$ cat src/hdl/tplb_pkg.sv
// Shared types and constants for the TCP port load balancer.
package tplb_pkg;

  localparam logic [15:0] ETH_HDR_LEN    = 16'd14;
  localparam logic [15:0] IP_HDR_END     = 16'd34;
  localparam logic [15:0] TCP_HDR_END    = 16'd54;
  localparam logic [15:0] ETHERTYPE_IPV4 = 16'h0800;
  localparam logic [7:0]  PROTO_TCP      = 8'd6;

  localparam logic [1:0] VERDICT_DROP = 2'd0;
  localparam logic [1:0] VERDICT_PASS = 2'd1;
  localparam logic [1:0] VERDICT_TX   = 2'd2;

  // Register indexes on the configuration port
  localparam logic [1:0] REG_MATCH_PORT     = 2'd0;
  localparam logic [1:0] REG_BACKEND_ADDR   = 2'd1;
  localparam logic [1:0] REG_BACKEND_PORT_A = 2'd2;
  localparam logic [1:0] REG_BACKEND_PORT_B = 2'd3;

  localparam logic [15:0] MATCH_PORT_RST     = 16'd8080;
  localparam logic [31:0] BACKEND_ADDR_RST   = 32'h7f00_0001;
  localparam logic [15:0] BACKEND_PORT_A_RST = 16'd5000;
  localparam logic [15:0] BACKEND_PORT_B_RST = 16'd6000;

  typedef struct packed {
    logic [15:0] frame_length;
    logic [15:0] ether_type;
    logic [7:0]  ip_protocol;
    logic [31:0] dest_addr;
    logic [15:0] dest_port;
    logic [15:0] ip_sum;
    logic [15:0] tcp_sum;
    logic        pick;
  } in_item_t;

  typedef struct packed {
    logic [1:0]  verdict;
    logic [31:0] new_dest_addr;
    logic [15:0] new_dest_port;
    logic [15:0] new_ip_sum;
    logic [15:0] new_tcp_sum;
  } out_item_t;

  // Classified request handed from front to back
  typedef struct packed {
    logic [1:0]  verdict;
    logic [31:0] dest_addr;
    logic [15:0] dest_port;
    logic [15:0] ip_sum;
    logic [15:0] tcp_sum;
    logic        pick;
  } entry_t;

  // Rewrite targets used by the back part
  typedef struct packed {
    logic [31:0] backend_addr;
    logic [15:0] backend_port_a;
    logic [15:0] backend_port_b;
  } backend_cfg_t;

  // Queue status seen by the front and back parts
  typedef struct packed {
    logic full;
    logic empty;
  } q_stat_t;

endpackage

$ cat src/hdl/tplb_front.sv
// Front part: accepts requests, classifies them and holds one for the queue.
module tplb_front
  import tplb_pkg::*;
(
  input  logic        clk,
  input  logic        rst_n,
  input  logic        start,
  output logic        busy,
  input  in_item_t    in_item,
  input  logic [15:0] match_port,
  input  q_stat_t     q_stat,
  output logic        push,
  output entry_t      push_entry
);

  logic   valid_r, valid_nxt;
  entry_t entry_r;
  logic   accept;
  logic [1:0] verdict;

  // Classify by header lengths, ether type, protocol and port
  always_comb begin
    if (in_item.frame_length < ETH_HDR_LEN) begin
      verdict = VERDICT_DROP;
    end else if (in_item.ether_type != ETHERTYPE_IPV4) begin
      verdict = VERDICT_PASS;
    end else if (in_item.frame_length < IP_HDR_END) begin
      verdict = VERDICT_DROP;
    end else if (in_item.ip_protocol != PROTO_TCP) begin
      verdict = VERDICT_PASS;
    end else if (in_item.frame_length < TCP_HDR_END) begin
      verdict = VERDICT_DROP;
    end else if (in_item.dest_port != match_port) begin
      verdict = VERDICT_PASS;
    end else begin
      verdict = VERDICT_TX;
    end
  end

  // Stall only while the held request cannot enter the queue
  assign busy   = valid_r && q_stat.full;
  assign accept = start && !busy;
  assign push   = valid_r && !q_stat.full;
  assign push_entry = entry_r;

  always_comb begin
    valid_nxt = valid_r;
    if (accept) begin
      valid_nxt = 1'b1;
    end else if (push) begin
      valid_nxt = 1'b0;
    end
  end

  always_ff @(posedge clk) begin
    if (!rst_n) begin
      valid_r <= 1'b0;
    end else begin
      valid_r <= valid_nxt;
    end
  end

  // Capture the classified request
  always_ff @(posedge clk) begin
    if (accept) begin
      entry_r.verdict   <= verdict;
      entry_r.dest_addr <= in_item.dest_addr;
      entry_r.dest_port <= in_item.dest_port;
      entry_r.ip_sum    <= in_item.ip_sum;
      entry_r.tcp_sum   <= in_item.tcp_sum;
      entry_r.pick      <= in_item.pick;
    end
  end

endmodule

$ cat src/hdl/tplb_queue.sv
// Short FIFO between the front and back parts.
module tplb_queue
  import tplb_pkg::*;
#(
  parameter int DEPTH = 2
) (
  input  logic    clk,
  input  logic    rst_n,
  input  logic    push,
  input  entry_t  push_entry,
  input  logic    pop,
  output entry_t  pop_entry,
  output q_stat_t q_stat
);

  localparam int PW = (DEPTH > 1) ? $clog2(DEPTH) : 1;
  localparam int CW = $clog2(DEPTH + 1);
  localparam logic [CW-1:0] DEPTH_C = CW'(DEPTH);
  localparam logic [PW-1:0] LAST_C  = PW'(DEPTH - 1);

  entry_t          slot_r [DEPTH];
  logic [PW-1:0]   wr_ptr_r, wr_ptr_nxt;
  logic [PW-1:0]   rd_ptr_r, rd_ptr_nxt;
  logic [CW-1:0]   count_r, count_nxt;
  logic            do_push, do_pop;

  assign q_stat.full  = (count_r == DEPTH_C);
  assign q_stat.empty = (count_r == '0);
  assign do_push   = push && !q_stat.full;
  assign do_pop    = pop && !q_stat.empty;
  assign pop_entry = slot_r[rd_ptr_r];

  // Advance pointers with wrap at the last slot
  always_comb begin
    wr_ptr_nxt = wr_ptr_r;
    rd_ptr_nxt = rd_ptr_r;
    count_nxt  = count_r;
    if (do_push) begin
      wr_ptr_nxt = (wr_ptr_r == LAST_C) ? '0 : wr_ptr_r + 1'b1;
    end
    if (do_pop) begin
      rd_ptr_nxt = (rd_ptr_r == LAST_C) ? '0 : rd_ptr_r + 1'b1;
    end
    if (do_push && !do_pop) begin
      count_nxt = count_r + 1'b1;
    end else if (do_pop && !do_push) begin
      count_nxt = count_r - 1'b1;
    end
  end

  always_ff @(posedge clk) begin
    if (!rst_n) begin
      wr_ptr_r <= '0;
      rd_ptr_r <= '0;
      count_r  <= '0;
    end else begin
      wr_ptr_r <= wr_ptr_nxt;
      rd_ptr_r <= rd_ptr_nxt;
      count_r  <= count_nxt;
    end
  end

  // Store the pushed request
  always_ff @(posedge clk) begin
    if (do_push) begin
      slot_r[wr_ptr_r] <= push_entry;
    end
  end

endmodule

$ cat src/hdl/tplb_back.sv
// Back part: for transmitted requests, rewrites address and port and updates both checksums.
module tplb_back
  import tplb_pkg::*;
(
  input  logic         clk,
  input  logic         rst_n,
  input  backend_cfg_t cfg,
  input  q_stat_t      q_stat,
  input  entry_t       pop_entry,
  output logic         pop,
  output logic         out_valid,
  output out_item_t    out_item
);

  logic        s1_valid_r;
  logic [1:0]  s1_verdict_r;
  logic [31:0] s1_addr_r;
  logic [15:0] s1_port_r;
  logic [15:0] s1_ip_sum_r, s1_tcp_sum_r;
  logic [18:0] s1_ip_acc_r, s1_tcp_acc_r;

  logic        rewrite;
  logic [15:0] new_port;
  logic [18:0] ip_acc, tcp_acc;
  logic [16:0] ip_f1, tcp_f1;
  logic [15:0] ip_f2, tcp_f2;
  out_item_t   res;
  logic        out_valid_r;
  out_item_t   out_item_r;

  // Drain one request every cycle the queue holds one
  assign pop      = !q_stat.empty;
  assign rewrite  = (pop_entry.verdict == VERDICT_TX);
  assign new_port = pop_entry.pick ? cfg.backend_port_b : cfg.backend_port_a;

  // Sum ~old + new over every changed word, on top of ~checksum
  always_comb begin
    ip_acc = {3'b000, ~pop_entry.ip_sum}
           + {3'b000, ~pop_entry.dest_addr[31:16]} + 19'(cfg.backend_addr[31:16])
           + {3'b000, ~pop_entry.dest_addr[15:0]}  + 19'(cfg.backend_addr[15:0]);
    tcp_acc = {3'b000, ~pop_entry.tcp_sum}
            + {3'b000, ~pop_entry.dest_addr[31:16]} + 19'(cfg.backend_addr[31:16])
            + {3'b000, ~pop_entry.dest_addr[15:0]}  + 19'(cfg.backend_addr[15:0])
            + {3'b000, ~pop_entry.dest_port} + 19'(new_port);
  end

  always_ff @(posedge clk) begin
    if (!rst_n) begin
      s1_valid_r <= 1'b0;
    end else begin
      s1_valid_r <= pop;
    end
  end

  always_ff @(posedge clk) begin
    if (pop) begin
      s1_verdict_r <= pop_entry.verdict;
      s1_addr_r    <= rewrite ? cfg.backend_addr : pop_entry.dest_addr;
      s1_port_r    <= rewrite ? new_port : pop_entry.dest_port;
      s1_ip_sum_r  <= pop_entry.ip_sum;
      s1_tcp_sum_r <= pop_entry.tcp_sum;
      s1_ip_acc_r  <= ip_acc;
      s1_tcp_acc_r <= tcp_acc;
    end
  end

  // Fold carries back in twice, then complement; other verdicts keep their sums
  always_comb begin
    ip_f1  = 17'(s1_ip_acc_r[15:0]) + 17'(s1_ip_acc_r[18:16]);
    tcp_f1 = 17'(s1_tcp_acc_r[15:0]) + 17'(s1_tcp_acc_r[18:16]);
    ip_f2  = ip_f1[15:0] + 16'(ip_f1[16]);
    tcp_f2 = tcp_f1[15:0] + 16'(tcp_f1[16]);
    res.verdict       = s1_verdict_r;
    res.new_dest_addr = s1_addr_r;
    res.new_dest_port = s1_port_r;
    if (s1_verdict_r == VERDICT_TX) begin
      res.new_ip_sum  = ~ip_f2;
      res.new_tcp_sum = ~tcp_f2;
    end else begin
      res.new_ip_sum  = s1_ip_sum_r;
      res.new_tcp_sum = s1_tcp_sum_r;
    end
  end

  always_ff @(posedge clk) begin
    if (!rst_n) begin
      out_valid_r <= 1'b0;
    end else begin
      out_valid_r <= s1_valid_r;
    end
  end

  always_ff @(posedge clk) begin
    if (s1_valid_r) begin
      out_item_r <= res;
    end
  end

  assign out_valid = out_valid_r;
  assign out_item  = out_item_r;

endmodule

$ cat src/hdl/tcp_port_load_balance_rewrite.sv
// Top level of the TCP port load balancer with configuration registers.
//
// One request is accepted per clock cycle while busy is low; its result shows
// on out_item with out_valid high for exactly one cycle, after it has passed
// the front register, queue slot, checksum sum stage, checksum fold and output
// register. The result side cannot stall, so the back part drains the queue
// every cycle and busy stays low in steady operation; it rises only if the
// queue between front and back is full. Results leave in request order.
// Configuration is to be written through the APB port only while no request
// is in flight; the block itself does not enforce this. match_port is used
// when a request is classified, the backend address and ports when it is
// rewritten.
module tcp_port_load_balance_rewrite
  import tplb_pkg::*;
#(
  parameter int QUEUE_DEPTH = 2
) (
  input  logic        clk,
  input  logic        rst_n,
  input  logic        start,
  output logic        busy,
  input  in_item_t    in_item,
  output logic        out_valid,
  output out_item_t   out_item,
  input  logic        psel,
  input  logic        penable,
  input  logic        pwrite,
  input  logic [3:0]  paddr,
  input  logic [31:0] pwdata,
  output logic [31:0] prdata,
  output logic        pready
);

  logic [15:0]  match_port_r;
  backend_cfg_t backend_r;
  logic         cfg_wr;
  logic [1:0]   reg_idx;
  logic         push, pop;
  entry_t       push_entry, pop_entry;
  q_stat_t      q_stat;

  // Register file on the APB port
  assign pready  = 1'b1;
  assign cfg_wr  = psel && penable && pwrite && pready;
  assign reg_idx = paddr[3:2];

  always_ff @(posedge clk) begin
    if (!rst_n) begin
      match_port_r             <= MATCH_PORT_RST;
      backend_r.backend_addr   <= BACKEND_ADDR_RST;
      backend_r.backend_port_a <= BACKEND_PORT_A_RST;
      backend_r.backend_port_b <= BACKEND_PORT_B_RST;
    end else if (cfg_wr) begin
      case (reg_idx)
        REG_MATCH_PORT:     match_port_r             <= pwdata[15:0];
        REG_BACKEND_ADDR:   backend_r.backend_addr   <= pwdata;
        REG_BACKEND_PORT_A: backend_r.backend_port_a <= pwdata[15:0];
        REG_BACKEND_PORT_B: backend_r.backend_port_b <= pwdata[15:0];
        default: ;
      endcase
    end
  end

  // Read back
  always_comb begin
    case (reg_idx)
      REG_MATCH_PORT:     prdata = {16'd0, match_port_r};
      REG_BACKEND_ADDR:   prdata = backend_r.backend_addr;
      REG_BACKEND_PORT_A: prdata = {16'd0, backend_r.backend_port_a};
      REG_BACKEND_PORT_B: prdata = {16'd0, backend_r.backend_port_b};
      default:            prdata = '0;
    endcase
  end

  tplb_front u_front (
    .clk        (clk),
    .rst_n      (rst_n),
    .start      (start),
    .busy       (busy),
    .in_item    (in_item),
    .match_port (match_port_r),
    .q_stat     (q_stat),
    .push       (push),
    .push_entry (push_entry)
  );

  tplb_queue #(
    .DEPTH (QUEUE_DEPTH)
  ) u_queue (
    .clk        (clk),
    .rst_n      (rst_n),
    .push       (push),
    .push_entry (push_entry),
    .pop        (pop),
    .pop_entry  (pop_entry),
    .q_stat     (q_stat)
  );

  tplb_back u_back (
    .clk       (clk),
    .rst_n     (rst_n),
    .cfg       (backend_r),
    .q_stat    (q_stat),
    .pop_entry (pop_entry),
    .pop       (pop),
    .out_valid (out_valid),
    .out_item  (out_item)
  );

endmodule

$ cat config.mk
export PLATFORM = sky130hd
export DESIGN_NAME = tcp_port_load_balance_rewrite
export DESIGN_NICKNAME = d
export VERILOG_FILES = /design/src/hdl/tplb_pkg.sv /design/src/hdl/tplb_front.sv /design/src/hdl/tplb_queue.sv /design/src/hdl/tplb_back.sv /design/src/hdl/tcp_port_load_balance_rewrite.sv
export SDC_FILE = /design/constraint.sdc
export NUM_CORES = 1
export LEC_CHECK = 0
export BUFFER_PORTS_ARGS = -buffer_cell sky130_fd_sc_hd__buf_2
export CORE_ASPECT_RATIO = 1.1
export CORE_MARGIN = 2
export CORE_UTILIZATION = 59
export DETAILED_ROUTE_END_ITERATION = 10
export GPL_TIMING_DRIVEN = 0
export PLACE_DENSITY = 0.91
export SLEW_MARGIN = 20
export SYNTH_ARGS = -nofsm -noshare
export SYNTH_HDL_FRONTEND = slang
export SYNTH_SLANG_ARGS = --single-unit
$ cat constraint.sdc
create_clock -name clk -period 8.9 [get_ports clk]
set_input_delay 1.335 -clock clk [delete_from_list [all_inputs] [get_ports clk]]
set_output_delay 1.335 -clock clk [all_outputs]
set_load 0.05 [all_outputs]
==> run metrics <==
status complete, no violations; Slowest cell on crit path mux2i_1; Synth Instances 2,061; WP depth 24; CP Class flip-flop to flip-flop; period utilisation layout 0.944; synthesized area 26,200 um^2; Die Area 46,100 um^2; TritonCTS Buffers 51; vias per cell 5.98; largest area contributor in the netlist edfxtp_1; Max-Cap Viols 0; Hold WC Path Type flip-flop to flip-flop; Max Freq 0.119 GHz; final WL 71,000 um; Total GRT Usage 0.310; wire per inst 23.6 um; drt drc 0; H-tree depth 2; fillcell total 2,951; top cells by area in the synthesized netlist edfxtp_1 52%, fa_1 7.6%, dfxtp_1 6.7%; reg2reg path depth 24; CTS Sinks 539; clk slew on worst S/H paths 0.06 ns; fin. max-slew vios 0; r2r setup slk 0.50 ns; EDFF count, synth 451; biggest cell delay along the critical path 0.60 ns; crit path launch type flip-flop; DR iter-0 viols 2,008; top cell type's share of synthesized area 0.517; Area growth syn-to-layout 15.3%; unrepaired setup endpoints after global routing no; Tightest Pin Transition 1.06 ns; layout cells sized above 1 0.179; CP cell instances clkbuf_1 -> clkbuf_2 -> buf_2 -> mux2i_1 -> ha_1 -> inv_1 -> fa_1 -> nor2b_1 -> o21a_1 -> o21ai_0 -> a21oi_1 -> o21ai_0 -> nor4b_1 -> a311oi_1 -> fa_1 -> fa_1 -> fa_1 -> inv_1 -> ha_1 -> and3_1 -> a221oi_1 -> a31oi_1 -> a311oi_1 -> xnor2_1; Post-synth ARST share 0; Die X 205 um; synth unique cells 67; Placed Cells 2,918; Seq cells post-synth 539; largest fanout on the critical path 10; WP data required 9.22 ns; CORE AREA 43,600 um^2; Top delay family on crit path adder cells; Tmin final 8.40 ns; Hold Vio Cnt, Final 0; # hold bufs at CTS 0; overall die height 225 um; first-pass GRT wire length 105,000 um; Slew headroom 0.274; final setup vio count 0; Routed Antenna Nets 0; IO Count 280; prevailing post-synth register cell edfxtp_1; Ys Warns 0; drt pass-1 iters 8; Worst Setup End Kind flip-flop; GRT overflow 0; post-route setup TNS 0 ns; IO buf count 274; top post-synthesis cells by count 451 x edfxtp_1, 226 x nand2_1, 212 x inv_1; largest net degree at the start of global routing 62; final net count 2,739; Clock Tree Root clkbuf_16; WHS Path Cells 0; row cnt 80; Final Skew 0.0300 ns; syn nets 2,403; Final Non-Filler Cells 3,014; top-count cell post-synth edfxtp_1; vias in the first global route 18,000; syn avg cell area 12.7 um^2; Worst Path Arrival 8.73 ns; Clock Latency Late Sink 0.61 ns; cell mode on critical path fa_1; Initial Util 0.600; Setup Buffers After CTS 0; CP bufs+invs 5; CTS max path bufs 3; GP Congestion 0.954; detailed placer's ending HPWL 53,800 um; sequential share of the synthesized area 0.584; initial antenna violation count 3; TritonCTS clock tree yes; vias 18,000
[worst register-to-register path: stages (launching register included)]
cell	delay [ns]
dfxtp_1	0.35
clkbuf_1	0.58
clkbuf_2	0.51
buf_2	0.47
mux2i_1	0.61
ha_1	0.33
inv_1	0.07
fa_1	0.40
nor2b_1	0.16
o21a_1	0.15
o21ai_0	0.12
a21oi_1	0.24
o21ai_0	0.16
nor4b_1	0.18
a311oi_1	0.54
fa_1	0.55
fa_1	0.51
fa_1	0.54
inv_1	0.04
ha_1	0.35
and3_1	0.23
a221oi_1	0.37
a31oi_1	0.20
a311oi_1	0.35
xnor2_1	0.13
[layout by cell type, fill, tap and decap left out, types with 5 or more instances in the layout]
master,n
a21o_1,17
nand2_1,226
xnor2_1,84
mux2i_1,76
clkbuf_1,57
clkinv_2,10
mux2_2,29
o21ai_1,10
o21ai_0,45
nor2_1,95
and2_1,32
nor2b_1,11
a21boi_0,59
clkbuf_16,55
clkinv_4,5
buf_12,6
nor4_1,9
clkinv_1,5
nand3_1,41
inv_1,211
a31oi_1,23
buf_1,5
or4_1,9
a21oi_1,97
dfxtp_1,87
and3_1,11
fa_1,100
nand4_1,15
xor2_1,22
edfxtp_1,451
or3_1,9
buf_2,283
a211oi_1,6
mux4_2,16
ha_1,79
nand2b_1,12
o21a_1,18
nor3_1,21
o211ai_1,13
[logic make-up (layout without fill, tap and decap cells)]
logic type,Yosys count,count (layout),share of synthesized area
flops,539,539,0.584
xor+xnor,106,106,0.0354
other cells,1,2,0.000143
compound gates,321,321,0.0779
mux,121,121,0.0552
buf+inv,276,654,0.0401
simple gates,518,518,0.0930
fa+ha+maj,179,179,0.114
[per-stage QoR]
stage	setup slack, ns	hold WS, ns	instance area, um^2	util
6_report	0.495	0.420	30200	0.692
5_1_grt	0.221	0.423	30200	0.692
4_1_cts	0.316	0.422	30200	0.692
3_5_place_dp	0.391	0.406	28500	0.654
3_3_place_gp	0.449	0.406	28300	0.648
2_1_floorplan	2.39	0.400	26200	-
[repair_timing]
| item | 4_1_cts | 5_1_grt |
|---|---|---|
| hold endpoints to repair | 0 | 0 |
| setup endpoints to repair | 0 | 1 |
| resized for setup | 0 | 3 |
[area by class of cell]
type	instances	area (um^2)	area share
buffer	64	256	0.00849
timing repair buffer	283	1570	0.0521
sequential	539	15300	0.507
clock buffer	66	1440	0.0476
multi-input combinational	1246	9870	0.327
antenna	1	2.50	0.0000829
tap	574	718	0.0238
clock inverter	29	236	0.00783
inverter	212	801	0.0265
[final timing paths]
kind,to,from
worst max-delay path,u_back.s1_tcp_acc_r[16]$_DFFE_PN_,flip-flop
worst min-delay path,u_back.out_item[61]$_DFFE_PP_,u_back.s1_addr_r[13]$_DFFE_PN_
worst max register to register,u_back.s1_tcp_acc_r[16]$_DFFE_PN_,flip-flop
worst min register to register,u_back.out_item[61]$_DFFE_PP_,u_back.s1_addr_r[13]$_DFFE_PN_
[state kept, by name, summed over array words and instances (netlist names), named ones only]
signal / flops
backend_r: 64
match_port_r: 16
u_back.out_item: 82
u_back.out_valid: 1
u_back.s1_addr_r: 32
u_back.s1_ip_acc_r: 19
u_back.s1_ip_sum_r: 16
u_back.s1_port_r: 16
u_back.s1_tcp_acc_r: 19
u_back.s1_tcp_sum_r: 16
u_back.s1_valid_r: 1
u_back.s1_verdict_r: 2
u_front.push_entry: 83
u_front.valid_r: 1
u_queue.count_r: 2
u_queue.rd_ptr_r: 1
u_queue.slot_r: 166
u_queue.wr_ptr_r: 1
[routing by layer]
layer | global-route usage | vias up | routed length, um
met1 | 0.406 | 8690 | 26200
met5 | 0 | - | 0
li1 | - | 7974 | -
met2 | 0.500 | 1131 | 33600
met4 | 0.162 | 0 | 4060
met3 | 0.0560 | 234 | 7190
Power is not shown: default switching activity piles up to over one toggle a cycle in this logic, so the estimate is an artifact.
